===== src/sv/tkdva_pkg.sv =====
package tkdva_pkg;

  localparam int unsigned KeyW   = 6;
  localparam int unsigned MeasW  = 16;
  localparam int unsigned CntW   = 8;
  localparam int unsigned EvW    = 2;
  localparam int unsigned VoiceW = 3;

  localparam int unsigned AddrW  = 3;
  localparam int unsigned DataW  = 32;

  localparam int unsigned QDepth = 4;
  localparam int unsigned QCntW  = $clog2(QDepth + 1);
  localparam int unsigned QPtrW  = $clog2(QDepth);

  localparam logic [MeasW-1:0] ThrReset = 16'd1000;
  localparam logic [CntW-1:0]  DebReset = 8'd4;

  localparam logic RegThr = 1'b0;
  localparam logic RegDeb = 1'b1;

  localparam logic [EvW-1:0] EvNone  = 2'd0;
  localparam logic [EvW-1:0] EvStart = 2'd1;
  localparam logic [EvW-1:0] EvStop  = 2'd2;

  typedef enum logic [1:0] {
    KIND_NONE    = 2'd0,
    KIND_PRESS   = 2'd1,
    KIND_RELEASE = 2'd2
  } kind_e;

  typedef struct packed {
    logic [KeyW-1:0]  key_index;
    logic [MeasW-1:0] measured_count;
  } req_t;

  typedef struct packed {
    logic [EvW-1:0]    event_res;
    logic [VoiceW-1:0] voice_index;
    logic [KeyW-1:0]   event_key;
  } evt_t;

  typedef struct packed {
    kind_e           kind;
    logic [KeyW-1:0] key;
  } qent_t;

endpackage


===== src/sv/touch_key_debounce_voice_allocator_core.sv =====
// throughput: one request per cycle while the queue has room; the counter ram
// read and write-back overlap with a one-entry bypass, and a four-entry queue
// decouples classify from allocate
// reset: all keys released, counters zero, no voice owned, next voice zero,
// threshold 1000, debounce 4; no clearing pass
module touch_key_debounce_voice_allocator_core import tkdva_pkg::*; #(
  parameter int unsigned KEY_COUNT   = 64,
  parameter int unsigned VOICE_COUNT = 8
) (
  input  logic             clk_i,
  input  logic             rst_ni,
  input  logic             req_valid_i,
  output logic             req_ready_o,
  input  req_t             req_i,
  output logic             evt_valid_o,
  input  logic             evt_ready_i,
  output evt_t             evt_o,
  input  logic             psel,
  input  logic             penable,
  input  logic             pwrite,
  input  logic [AddrW-1:0] paddr,
  input  logic [DataW-1:0] pwdata,
  output logic [DataW-1:0] prdata,
  output logic             pready
);

  logic [MeasW-1:0] thr_q;
  logic [CntW-1:0]  deb_q;
  logic             cfg_we;
  logic             push;
  qent_t            push_data;
  logic             pop;
  logic             q_valid;
  qent_t            q_data;
  logic [QCntW-1:0] q_level;

  assign pready = 1'b1;
  assign cfg_we = psel & penable & pwrite;

  always_ff @(posedge clk_i or negedge rst_ni) begin
    if (!rst_ni) begin
      thr_q <= ThrReset;
      deb_q <= DebReset;
    end else if (cfg_we) begin
      unique case (paddr[2])
        RegThr:  thr_q <= pwdata[MeasW-1:0];
        RegDeb:  deb_q <= pwdata[CntW-1:0];
        default: thr_q <= thr_q;
      endcase
    end
  end

  always_comb begin
    unique case (paddr[2])
      RegThr:  prdata = DataW'(thr_q);
      RegDeb:  prdata = DataW'(deb_q);
      default: prdata = '0;
    endcase
  end

  tkdva_front #(
    .KEY_COUNT(KEY_COUNT)
  ) u_front (
    .clk_i       (clk_i),
    .rst_ni      (rst_ni),
    .req_valid_i (req_valid_i),
    .req_ready_o (req_ready_o),
    .req_i       (req_i),
    .thr_i       (thr_q),
    .deb_i       (deb_q),
    .q_level_i   (q_level),
    .push_o      (push),
    .push_data_o (push_data)
  );

  tkdva_fifo u_fifo (
    .clk_i       (clk_i),
    .rst_ni      (rst_ni),
    .push_i      (push),
    .push_data_i (push_data),
    .pop_i       (pop),
    .valid_o     (q_valid),
    .data_o      (q_data),
    .level_o     (q_level)
  );

  tkdva_back #(
    .VOICE_COUNT(VOICE_COUNT)
  ) u_back (
    .clk_i       (clk_i),
    .rst_ni      (rst_ni),
    .q_valid_i   (q_valid),
    .q_data_i    (q_data),
    .pop_o       (pop),
    .evt_valid_o (evt_valid_o),
    .evt_ready_i (evt_ready_i),
    .evt_o       (evt_o)
  );

endmodule


===== src/sv/tkdva_ram.sv =====
module tkdva_ram #(
  parameter int unsigned Width = 8,
  parameter int unsigned Depth = 64,
  localparam int unsigned AW = (Depth > 1) ? $clog2(Depth) : 1
) (
  input  logic             clk_i,
  input  logic             we_i,
  input  logic [AW-1:0]    waddr_i,
  input  logic [Width-1:0] wdata_i,
  input  logic             re_i,
  input  logic [AW-1:0]    raddr_i,
  output logic [Width-1:0] rdata_o
);

  logic [Width-1:0] mem [Depth];
  logic [Width-1:0] rdata_q;

  always_ff @(posedge clk_i) begin
    if (we_i) begin
      mem[waddr_i] <= wdata_i;
    end
    if (re_i) begin
      rdata_q <= mem[raddr_i];
    end
  end

  assign rdata_o = rdata_q;

endmodule


===== src/sv/tkdva_front.sv =====
module tkdva_front import tkdva_pkg::*; #(
  parameter int unsigned KEY_COUNT = 64
) (
  input  logic              clk_i,
  input  logic              rst_ni,
  input  logic              req_valid_i,
  output logic              req_ready_o,
  input  req_t              req_i,
  input  logic [MeasW-1:0]  thr_i,
  input  logic [CntW-1:0]   deb_i,
  input  logic [QCntW-1:0]  q_level_i,
  output logic              push_o,
  output qent_t             push_data_o
);

  localparam int unsigned KeyIdxW = (KEY_COUNT > 1) ? $clog2(KEY_COUNT) : 1;

  logic                  accept;
  logic                  s1_vld_q;
  logic [KeyW-1:0]       s1_key_q;
  logic [MeasW-1:0]      s1_meas_q;
  logic [KeyIdxW-1:0]    idx;
  logic                  in_rng;
  logic [KEY_COUNT-1:0]  cnt_vld_q;
  logic                  wr_vld_q;
  logic [KeyIdxW-1:0]    wr_idx_q;
  logic [CntW:0]         wr_ent_q;
  logic [CntW:0]         rdata;
  logic [CntW:0]         ent_cur;
  logic [CntW-1:0]       cnt_cur;
  logic [CntW:0]         inc;
  logic                  touched;
  logic                  pressed;
  logic                  pressed_nxt;
  logic                  flip;
  logic [CntW-1:0]       cnt_nxt;
  logic [CntW:0]         wdata;
  kind_e                 kind;
  logic                  we;

  assign req_ready_o = ({1'b0, q_level_i} + (QCntW+1)'(s1_vld_q)) < (QCntW+1)'(QDepth);
  assign accept      = req_valid_i & req_ready_o;

  // pressed flag above the debounce count
  tkdva_ram #(
    .Width(CntW + 1),
    .Depth(KEY_COUNT)
  ) u_cnt_ram (
    .clk_i   (clk_i),
    .we_i    (we),
    .waddr_i (idx),
    .wdata_i (wdata),
    .re_i    (accept),
    .raddr_i (KeyIdxW'(req_i.key_index)),
    .rdata_o (rdata)
  );

  assign idx     = KeyIdxW'(s1_key_q);
  assign in_rng  = 32'(s1_key_q) < 32'(KEY_COUNT);
  assign touched = s1_meas_q > thr_i;
  assign we      = s1_vld_q & in_rng;

  always_comb begin
    if (!cnt_vld_q[idx]) begin
      ent_cur = '0;
    end else if (wr_vld_q && (wr_idx_q == idx)) begin
      ent_cur = wr_ent_q;
    end else begin
      ent_cur = rdata;
    end
  end

  assign pressed = ent_cur[CntW];
  assign cnt_cur = ent_cur[CntW-1:0];
  assign inc     = {1'b0, cnt_cur} + (CntW+1)'(1);

  always_comb begin
    flip    = 1'b0;
    cnt_nxt = '0;
    kind    = KIND_NONE;
    if (touched != pressed) begin
      if (inc >= {1'b0, deb_i}) begin
        flip = 1'b1;
        kind = touched ? KIND_PRESS : KIND_RELEASE;
      end else begin
        cnt_nxt = inc[CntW-1:0];
      end
    end
    if (!in_rng) begin
      kind = KIND_NONE;
    end
  end

  assign pressed_nxt = flip ? touched : pressed;
  assign wdata       = {pressed_nxt, cnt_nxt};

  assign push_o           = s1_vld_q;
  assign push_data_o.kind = kind;
  assign push_data_o.key  = s1_key_q;

  always_ff @(posedge clk_i or negedge rst_ni) begin
    if (!rst_ni) begin
      s1_vld_q  <= 1'b0;
      wr_vld_q  <= 1'b0;
      cnt_vld_q <= '0;
    end else begin
      s1_vld_q <= accept;
      wr_vld_q <= we;
      if (we) begin
        cnt_vld_q[idx] <= 1'b1;
      end
    end
  end

  always_ff @(posedge clk_i) begin
    if (accept) begin
      s1_key_q  <= req_i.key_index;
      s1_meas_q <= req_i.measured_count;
    end
    if (we) begin
      wr_idx_q <= idx;
      wr_ent_q <= wdata;
    end
  end

endmodule


===== src/sv/tkdva_fifo.sv =====
module tkdva_fifo import tkdva_pkg::*; (
  input  logic             clk_i,
  input  logic             rst_ni,
  input  logic             push_i,
  input  qent_t            push_data_i,
  input  logic             pop_i,
  output logic             valid_o,
  output qent_t            data_o,
  output logic [QCntW-1:0] level_o
);

  qent_t              mem_q [QDepth];
  logic [QPtrW-1:0]   wptr_q;
  logic [QPtrW-1:0]   rptr_q;
  logic [QCntW-1:0]   cnt_q;

  assign valid_o = cnt_q != '0;
  assign data_o  = mem_q[rptr_q];
  assign level_o = cnt_q;

  always_ff @(posedge clk_i or negedge rst_ni) begin
    if (!rst_ni) begin
      wptr_q <= '0;
      rptr_q <= '0;
      cnt_q  <= '0;
    end else begin
      if (push_i) begin
        wptr_q <= wptr_q + QPtrW'(1);
      end
      if (pop_i) begin
        rptr_q <= rptr_q + QPtrW'(1);
      end
      unique case ({push_i, pop_i})
        2'b10:   cnt_q <= cnt_q + QCntW'(1);
        2'b01:   cnt_q <= cnt_q - QCntW'(1);
        default: cnt_q <= cnt_q;
      endcase
    end
  end

  always_ff @(posedge clk_i) begin
    if (push_i) begin
      mem_q[wptr_q] <= push_data_i;
    end
  end

endmodule


===== src/sv/tkdva_back.sv =====
module tkdva_back import tkdva_pkg::*; #(
  parameter int unsigned VOICE_COUNT = 8
) (
  input  logic  clk_i,
  input  logic  rst_ni,
  input  logic  q_valid_i,
  input  qent_t q_data_i,
  output logic  pop_o,
  output logic  evt_valid_o,
  input  logic  evt_ready_i,
  output evt_t  evt_o
);

  localparam int unsigned VW = (VOICE_COUNT > 1) ? $clog2(VOICE_COUNT) : 1;

  logic [VOICE_COUNT-1:0] own_vld_q;
  logic [KeyW-1:0]        own_key_q [VOICE_COUNT];
  logic [VW-1:0]          next_q;
  logic [VOICE_COUNT-1:0] hit;
  logic [VW-1:0]          hit_v;
  logic                   out_vld_q;
  evt_t                   out_q;
  evt_t                   evt_d;

  assign pop_o       = q_valid_i & (~out_vld_q | evt_ready_i);
  assign evt_valid_o = out_vld_q;
  assign evt_o       = out_q;

  always_comb begin
    hit_v = '0;
    for (int v = 0; v < VOICE_COUNT; v++) begin
      hit[v] = own_vld_q[v] && (own_key_q[v] == q_data_i.key);
      if (hit[v]) begin
        hit_v = VW'(v);
      end
    end
  end

  always_comb begin
    evt_d = '0;
    unique case (q_data_i.kind)
      KIND_PRESS: begin
        evt_d.event_res   = EvStart;
        evt_d.voice_index = VoiceW'(next_q);
        evt_d.event_key   = q_data_i.key;
      end
      KIND_RELEASE: begin
        if (|hit) begin
          evt_d.event_res   = EvStop;
          evt_d.voice_index = VoiceW'(hit_v);
          evt_d.event_key   = q_data_i.key;
        end
      end
      default: evt_d = '0;
    endcase
  end

  always_ff @(posedge clk_i or negedge rst_ni) begin
    if (!rst_ni) begin
      own_vld_q <= '0;
      next_q    <= '0;
      out_vld_q <= 1'b0;
    end else begin
      if (pop_o) begin
        out_vld_q <= 1'b1;
      end else if (evt_ready_i) begin
        out_vld_q <= 1'b0;
      end
      if (pop_o) begin
        unique case (q_data_i.kind)
          KIND_PRESS: begin
            own_vld_q <= (own_vld_q & ~hit) | (VOICE_COUNT'(1) << next_q);
            next_q <= (next_q == VW'(VOICE_COUNT - 1)) ? '0 : next_q + VW'(1);
          end
          KIND_RELEASE: own_vld_q <= own_vld_q & ~hit;
          default:      own_vld_q <= own_vld_q;
        endcase
      end
    end
  end

  always_ff @(posedge clk_i) begin
    if (pop_o) begin
      out_q <= evt_d;
      if (q_data_i.kind == KIND_PRESS) begin
        own_key_q[next_q] <= q_data_i.key;
      end
    end
  end

endmodule

===== config.mk =====
export PLATFORM = sky130hd
export DESIGN_NAME = touch_key_debounce_voice_allocator_core
export DESIGN_NICKNAME = d
export VERILOG_FILES = /design/src/sv/tkdva_pkg.sv /design/src/sv/touch_key_debounce_voice_allocator_core.sv /design/src/sv/tkdva_ram.sv /design/src/sv/tkdva_front.sv /design/src/sv/tkdva_fifo.sv /design/src/sv/tkdva_back.sv
export SDC_FILE = /design/constraint.sdc
export NUM_CORES = 1
export LEC_CHECK = 0
export ABC_AREA = 1
export BUFFER_PORTS_ARGS = -buffer_cell sky130_fd_sc_hd__buf_2
export CAP_MARGIN = 0
export CORE_MARGIN = 3
export CORE_UTILIZATION = 55
export CTS_CLUSTER_SIZE = 16
export DETAILED_ROUTE_END_ITERATION = 7
export GPL_ROUTABILITY_DRIVEN = 0
export PLACE_DENSITY = 0.72
export SYNTH_ARGS = -nofsm -noshare
export SYNTH_HDL_FRONTEND = slang
export SYNTH_HIERARCHICAL = 1
export SYNTH_SLANG_ARGS = --single-unit

===== constraint.sdc =====
create_clock -name clk_i -period 16.5 [get_ports clk_i]
set_clock_uncertainty 0.05 [all_clocks]
set_input_delay 3.3 -clock clk_i [delete_from_list [all_inputs] [get_ports clk_i]]
set_output_delay 3.3 -clock clk_i [all_outputs]
set_load 0.05 [all_outputs]

==> results of run 1 <==
## through the flow
step	hold slack [ns]	power [W]	instance area [um^2]	std cells	worst slack [ns]
2_1_floorplan	0.374	0.00368	35800	3278	8.91
3_3_place_gp	0.388	0.00401	36400	4055	8.85
5_1_grt	0.415	0.00612	39000	4202	8.71
4_1_cts	0.408	0.00588	39000	4202	8.84
6_report	0.410	0.00585	39100	4204	8.81
3_5_place_dp	0.395	0.00407	36400	4055	8.84
## power by group
group | internal, W | switching (W)
logic | 0.000307 | 0.000966
clock network | 0.00106 | 0.000753
registers | 0.00267 | 0.0000903
total | 0.00404 | 0.00181
## synthesized netlist by cell type (31+ instances only)
library cell	count	share of area
dfrtp_1	102	0.071
edfxtp_1	713	0.60
ha_1	38	0.013
a21oi_1	31	0.0043
o21ai_0	51	0.0071
buf_2	61	0.0085
nand3_1	543	0.076
nor2_1	116	0.012
buf_6	40	0.013
buf_4	33	0.0069
inv_1	162	0.017
nand2_1	1090	0.11
## critical path, cell delays in order
cell	delay, ns
buf_2	0.41
inv_4	0.23
nand2_1	0.12
nand2_1	0.06
buf_2	0.21
## registers in the layout (all words and copies together), names as in the netlist, 2 cells and up
register                   cells
deb_q                          8
thr_q                         16
u_back/evt_o                  11
u_back/next_q                  3
u_back/own_key_q              48
u_back/own_vld_q               8
u_fifo/level_o                 3
u_fifo/mem_q                  32
u_fifo/rptr_q                  2
u_fifo/wptr_q                  2
u_front/cnt_vld_q             64
u_front/idx                    6
u_front/s1_meas_q             16
u_front/u_cnt_ram/mem        576
u_front/u_cnt_ram/rdata_o      9
u_front/wr_ent_q               9
u_front/wr_idx_q               6
## per-layer routing
metal  GRT usage  vias up  part of all wire
li1            -    11200                 -
met1       0.320    11800              0.39
met2       0.410     1014              0.49
met3      0.0414      226             0.076
met4      0.0933        0             0.037
met5           0        -                 0
## area by class of cell
type	count	area, um^2	area share
clock inverter	44	405	0.0104
antenna	2	5.00	0.000128
timing repair buffer	106	624	0.0160
multi-input combinational	2095	9880	0.253
inverter	186	718	0.0184
tap	846	1060	0.0271
clock buffer	103	2210	0.0567
sequential	822	24100	0.618
## cell usage in the layout, fill, tap and decap left out, drive strengths merged, types with 24 or more instances in the layout
cell,netlist,layout
nand3,554,554
a21oi,32,32
inv,182,183
dfrtp,102,102
o21bai,27,27
nor2,132,132
nand2,1098,1098
edfxtp,713,713
xor2,26,26
clkinv,4,36
clkbuf,27,104
buf,148,105
nand4,24,24
o21ai,70,70
ha,38,38
## kinds of logic (layout without fill, tap and decap cells)
group	after synthesis	count (layout)
flops	822	822
compound gates	162	162
xor+xnor	31	31
fa+ha+maj	39	39
other cells	2	19
buf+inv	361	439
simple gates	1846	1846
## final timing paths
path	start	to	slack [ns]	cells after the start
setup reg to reg	u_front/idx[5]$_DFFE_PP_	u_front/u_cnt_ram/mem[58][4]$_DFFE_PP_	10.41	21
min in group asynchronous	rst_ni	u_back/own_vld_q[2]$_DFFE_PN0P_	2.64	1
max in group asynchronous	rst_ni	u_front/cnt_vld_q[29]$_DFFE_PN0P_	12.46	2
setup / recovery	paddr[2]	prdata[3]	8.81	5
hold reg to reg	u_front/cnt_vld_q[10]$_DFFE_PN0P_	u_front/cnt_vld_q[10]$_DFFE_PN0P_	0.41	2
hold / removal	u_front/cnt_vld_q[10]$_DFFE_PN0P_	u_front/cnt_vld_q[10]$_DFFE_PN0P_	0.41	2
==> out/qor.csv, run 1 <==
stage,metric,value,unit
global_routing,overflow,0,
clocking,cts.reportedPaths.clkPinSlew,0.05,ns
timing,period_minus_slack,7.69,ns
die,fp.dieW,261,um
clocking,postCtsHoldBufs,0,
route,ant_nets,0,
timing,slew_headroom,0.179,
die,initial_core_util,0.562,
synthesis,ys_ff_latch,822,
timing,finalHoldViolations,0,
clocking,clock_path_buffers,3,
place,hpwl,48600,um
synthesis,synth_warnings,6,
die,row_count,92,
clocking,root_buffer,clkbuf_16,
route,post_drt_via_cell_ratio,5.76,
die,coreArea,63700,um^2
timing,slew_viol_final,0,
die,die_h,261,um
route,route.detailed.drc,0,
clocking,htreeDepth,3,
critical_path,crit_arrival,4.34,ns
synthesis,synthDistinctLibCells,52,
synthesis,synth_top_family_by_area,simple AND/OR/NAND/NOR gates,
run_status,status,completed,
critical_path,crit_type,primary input to output pin,
critical_path,critPathCaptureType,output pin,
critical_path,start_kind,primary input,
global_routing,antenna_found_initial,2,
layout,nets,3395,
die,design.die.area,68100,um^2
timing,post-route-period-util,0.466,
timing,timing.setup.tns,0,ns
global_routing,grt_max_degree,211,
die,ios,110,
timing,max_freq,130,MHz
route,vias,24200,
synthesis,synthFlopType,edfxtp_1,
global_routing,grt_pass1_vias,23300,
power_and_ir_drop,peakVddDrop,0.173,mV
synthesis,syn_area_per_cell,11.0,um^2
timing,rsz0062_at_grt,no,
min_path,hold_class,flip-flop to flip-flop,
critical_path,critPathMaxFanout,26,
route,drt-pass1-iter-count,6,
synthesis,synthMuxAreaShare,0,
clocking,cts_made_buffers,81,
critical_path,critPathRequiredTime,13.15,ns
synthesis,synth_area,35800,um^2
layout,fin_util,0.613,
power_and_ir_drop,p_leak,15.4,nW
layout,syn2layout_area_growth,9.15,%
synthesis,netlist_instances,3263,
synthesis,synth_fa_ha_area_frac,0.0138,
job,cap_violations,0,
layout,num-fill-cells,4886,
place,port_buffers,74,
clocking,tritoncts,done,
timing,setup_violations,0,
synthesis,synth-compound-area-share,0.0280,
synthesis,synth_xor_area_frac,0.00759,
global_routing,grt_pass1_wl,129000,um
synthesis,yosysSeqAreaShare,0.675,
synthesis,synthArstFlopShare,0.133,
clocking,clock_latency,0.61,ns
clocking,post-cts-setup-buffers,0,
synthesis,synthSimpleGateAreaFrac,0.223,
timing,worstMarginPinSlew,1.23,ns
route,drt_iter0_markers,2685,
route,wl_per_cell,19.9,um
clocking,cts.repair.resized,0,
layout,drive_gt1_frac,0.0962,
clocking,cts.sinks,822,
synthesis,synth_edf_count,713,
power_and_ir_drop,power-per-cell-area,150,nW/um^2
global_routing,grt_use_total,0.244,
route,drt_wl_total,83500,um
Note: power is estimated with default switching activity, not from simulation.
==> run 2: changes to the inputs <==
Clock period 16.5 ns to 7.15 ns, I/O delays scaled along.
==> run 2 against run 1 <==
Wire length rose by 0.24%. Sequential power up 130%. Via count down 0.14%. Critical path depth rose by 17. Critical path type is now flip-flop to flip-flop.
==> out/qor.csv, run 2 (synthesis gave the netlist of run 1 again) <==
stage,metric,value,unit,change
critical_path,crit_type,flip-flop to flip-flop,,was primary input to output pin
place,dp_cells,4058,,"was 4,055"
critical_path,critPathRequiredTime,7.54,ns,was 13.15 ns
timing,whs,0.408,ns,was 0.410 ns
global_routing,grt_pass1_wl,130000,um,"was 129,000 um"
critical_path,crit_arrival,6.57,ns,was 4.34 ns
place,port_buffers,74,,unchanged
power_and_ir_drop,peakVddDrop,0.304,mV,was 0.173 mV
clocking,tritoncts,done,,unchanged
run_status,status,completed,,unchanged
die,row_count,92,,unchanged
layout,biggestRegsByFlops,"u_front/u_cnt_ram/mem x576, u_front/cnt_vld_q x64, u_back/own_key_q x48",,unchanged
layout,drive_gt1_frac,0.0982,,was 0.0962
power_and_ir_drop,power-per-cell-area,348,nW/um^2,was 150 nW/um^2
die,ios,110,,unchanged
clocking,clock_path_buffers,3,,unchanged
layout,diodes,0,,was 2
timing,setup_violations,0,,unchanged
job,cap_violations,0,,unchanged
clocking,cts.sinks,822,,unchanged
route,route.detailed.drc,0,,unchanged
die,die_h,261,um,unchanged
route,ant_nets,0,,unchanged
die,fp.dieW,261,um,unchanged
clocking,root_buffer,clkbuf_16,,unchanged
layout,final_common_cell,nand2_1,,unchanged
min_path,hold_class,flip-flop to flip-flop,,unchanged
route,post_drt_via_cell_ratio,5.75,,was 5.76
timing,max_freq,162,MHz,
clocking,clock_latency,0.62,ns,was 0.61 ns
layout,nets,3400,,"was 3,395"
timing,timing.setup.tns,0,ns,unchanged
timing,worstMarginPinSlew,1.39,ns,was 1.23 ns
power_and_ir_drop,combPwrFrac,0.218,,about the same
power_and_ir_drop,switchingPower,0.00419,W,was 0.00181 W
critical_path,rr_endpoint,u_front/u_cnt_ram/mem[3][5]$_DFFE_PP_,,was u_front/u_cnt_ram/mem[58][4]$_DFFE_PP_
timing,post-route-period-util,0.864,,
critical_path,critPathCaptureType,flip-flop,,was output pin
timing,finalHoldViolations,0,,unchanged
global_routing,grt_max_degree,208,,was 211
power_and_ir_drop,pwr-share-clk,0.314,,was 0.310
global_routing,grt_pass1_vias,23500,,was 23.3k
power_and_ir_drop,p_leak,15.5,nW,was 15.4 nW
critical_path,reg2reg_from,u_front/idx[1]$_DFFE_PP_,,was u_front/idx[5]$_DFFE_PP_
place,placed_area,36500,um^2,"was 36,400 um^2"
clocking,htreeDepth,3,,unchanged
critical_path,critPathMaxFanout,40,,was 26
route,drt_wl_total,83700,um,"was 83,500 um"
layout,instances_no_fill,4206,,"was 4,204"
route,drt-pass1-iter-count,6,,unchanged
min_path,hold_depth,2,,unchanged
critical_path,reg2reg_slack,0.97,ns,was 10.41 ns
power_and_ir_drop,p_int,0.00944,W,was 0.00404 W
critical_path,start_kind,flip-flop,,was primary input
timing,period_minus_slack,6.18,ns,
global_routing,overflow,0,,unchanged
layout,top_register,u_front/u_cnt_ram/mem,,unchanged
power_and_ir_drop,p_sw_frac,0.307,,was 0.309
layout,syn2layout_area_growth,9.57,%,was 9.15%
min_path,worst_hold_path.endpoint,u_front/cnt_vld_q[46]$_DFFE_PN0P_,,was u_front/cnt_vld_q[10]$_DFFE_PN0P_
clocking,cts.reportedPaths.clkPinSlew,0.06,ns,was 0.05 ns
die,design.die.area,68100,um^2,unchanged
global_routing,grt_use_total,0.246,,was 0.244
place,hpwl,49400,um,"was 48,600 um"
clocking,postCtsHoldBufs,0,,unchanged
clocking,cts.repair.resized,0,,unchanged
clocking,cts_made_buffers,83,,was 81
power_and_ir_drop,p_seq_frac,0.468,,was 0.472
global_routing,antenna_found_initial,1,,was 2
route,wl_per_cell,19.9,um,about the same
layout,final_cell_area,39200,um^2,"was 39,100 um^2"
route,vias,24200,,about the same
route,drt_iter0_markers,2697,,"was 2,685"
timing,slew_headroom,0.0618,,was 0.179
timing,slew_viol_final,0,,unchanged
layout,largest_reg_flops,576,,unchanged
timing,rsz0062_at_grt,no,,unchanged
die,initial_core_util,0.562,,unchanged
die,coreArea,63700,um^2,unchanged
layout,final_cell_mix,"nand2_1 (1,089), edfxtp_1 (713), nand3_1 (543), inv_1 (162), nor2_1 (108)",,unchanged
min_path,hold_start,u_front/cnt_vld_q[46]$_DFFE_PN0P_,,was u_front/cnt_vld_q[10]$_DFFE_PN0P_
critical_path,reg2reg_depth,22,,was 21
clocking,post-cts-setup-buffers,0,,unchanged
run 2: area by class of cell:
| cell class | count | area [um^2] |
|---|---|---|
| timing repair buffer | 109 | 697 |
| tap | 846 | 1060 |
| clock inverter | 41 | 408 |
| inverter | 186 | 718 |
| clock buffer | 107 | 2290 |
| fill | 4921 | 24500 |
| multi-input combinational | 2095 | 9880 |
| sequential | 822 | 24100 |
run 2: worst max-delay path, stage by stage, from the launching register on:
cell      delay (ns)
edfxtp_1        0.71
buf_4           0.33
inv_2           0.14
nand2_1         0.09
o21ai_1         0.10
nor2_4          0.16
nand3_4         0.21
nand2_2         0.13
o21ai_2         0.07
a21oi_1         0.37
ha_1            0.32
nand4_1         0.18
xnor2_1         0.35
inv_1           0.08
ha_1            0.32
a21oi_1         0.15
o221ai_1        0.13
nand3_1         0.09
nand2_1         0.06
a211oi_1        0.57
nand3_4         0.35
nor2_4          0.71
buf_12          0.29
run 2: worst max path at each step:
stage / from / end / slack [ns] / cells after the start
after floorplan: u_front/idx[1]$_DFFE_PP_ / u_front/u_cnt_ram/mem[0][7]$_DFFE_PP_ / 1.58 / 21
after global placement: u_front/idx[1]$_DFFE_PP_ / u_front/u_cnt_ram/mem[56][4]$_DFFE_PP_ / 1.31 / 22
after detailed placement: u_front/idx[1]$_DFFE_PP_ / u_front/u_cnt_ram/mem[56][4]$_DFFE_PP_ / 1.12 / 22
after CTS: u_front/idx[1]$_DFFE_PP_ / u_front/u_cnt_ram/mem[59][4]$_DFFE_PP_ / 0.96 / 22
after global routing: u_front/idx[1]$_DFFE_PP_ / u_front/u_cnt_ram/mem[26][4]$_DFFE_PP_ / 0.54 / 22
final: u_front/idx[1]$_DFFE_PP_ / u_front/u_cnt_ram/mem[3][5]$_DFFE_PP_ / 0.97 / 22
run 2: power by group through the flow:
| stage | registers, W | logic [W] | clock network (W) |
|---|---|---|---|
| finish | 0.00638 | 0.00297 | 0.00428 |
| global route | 0.00642 | 0.00330 | 0.00456 |
| CTS | 0.00638 | 0.00297 | 0.00436 |
| detailed placement | 0.00647 | 0.00295 | 0 |
| global placement | 0.00645 | 0.00281 | 0 |
| floorplan | 0.00653 | 0.00195 | 0 |
run 2: per-stage QoR:
step	power (W)	setup slack [ns]	util
5_1_grt	0.0143	0.542	0.616
3_3_place_gp	0.00926	1.31	0.573
6_report	0.0136	0.971	0.616
2_1_floorplan	0.00848	1.58	-
3_5_place_dp	0.00942	1.12	0.573
4_1_cts	0.0137	0.962	0.616
run 2: per-layer routing:
layer / GRT usage / up-vias / wire, um
met3: 0.0469 / 222 / 7230
met2: 0.407 / 1077 / 41000
met4: 0.0947 / 2 / 3030
met1: 0.325 / 11700 / 32500
li1: - / 11200 / -
met5: 0 / - / 17
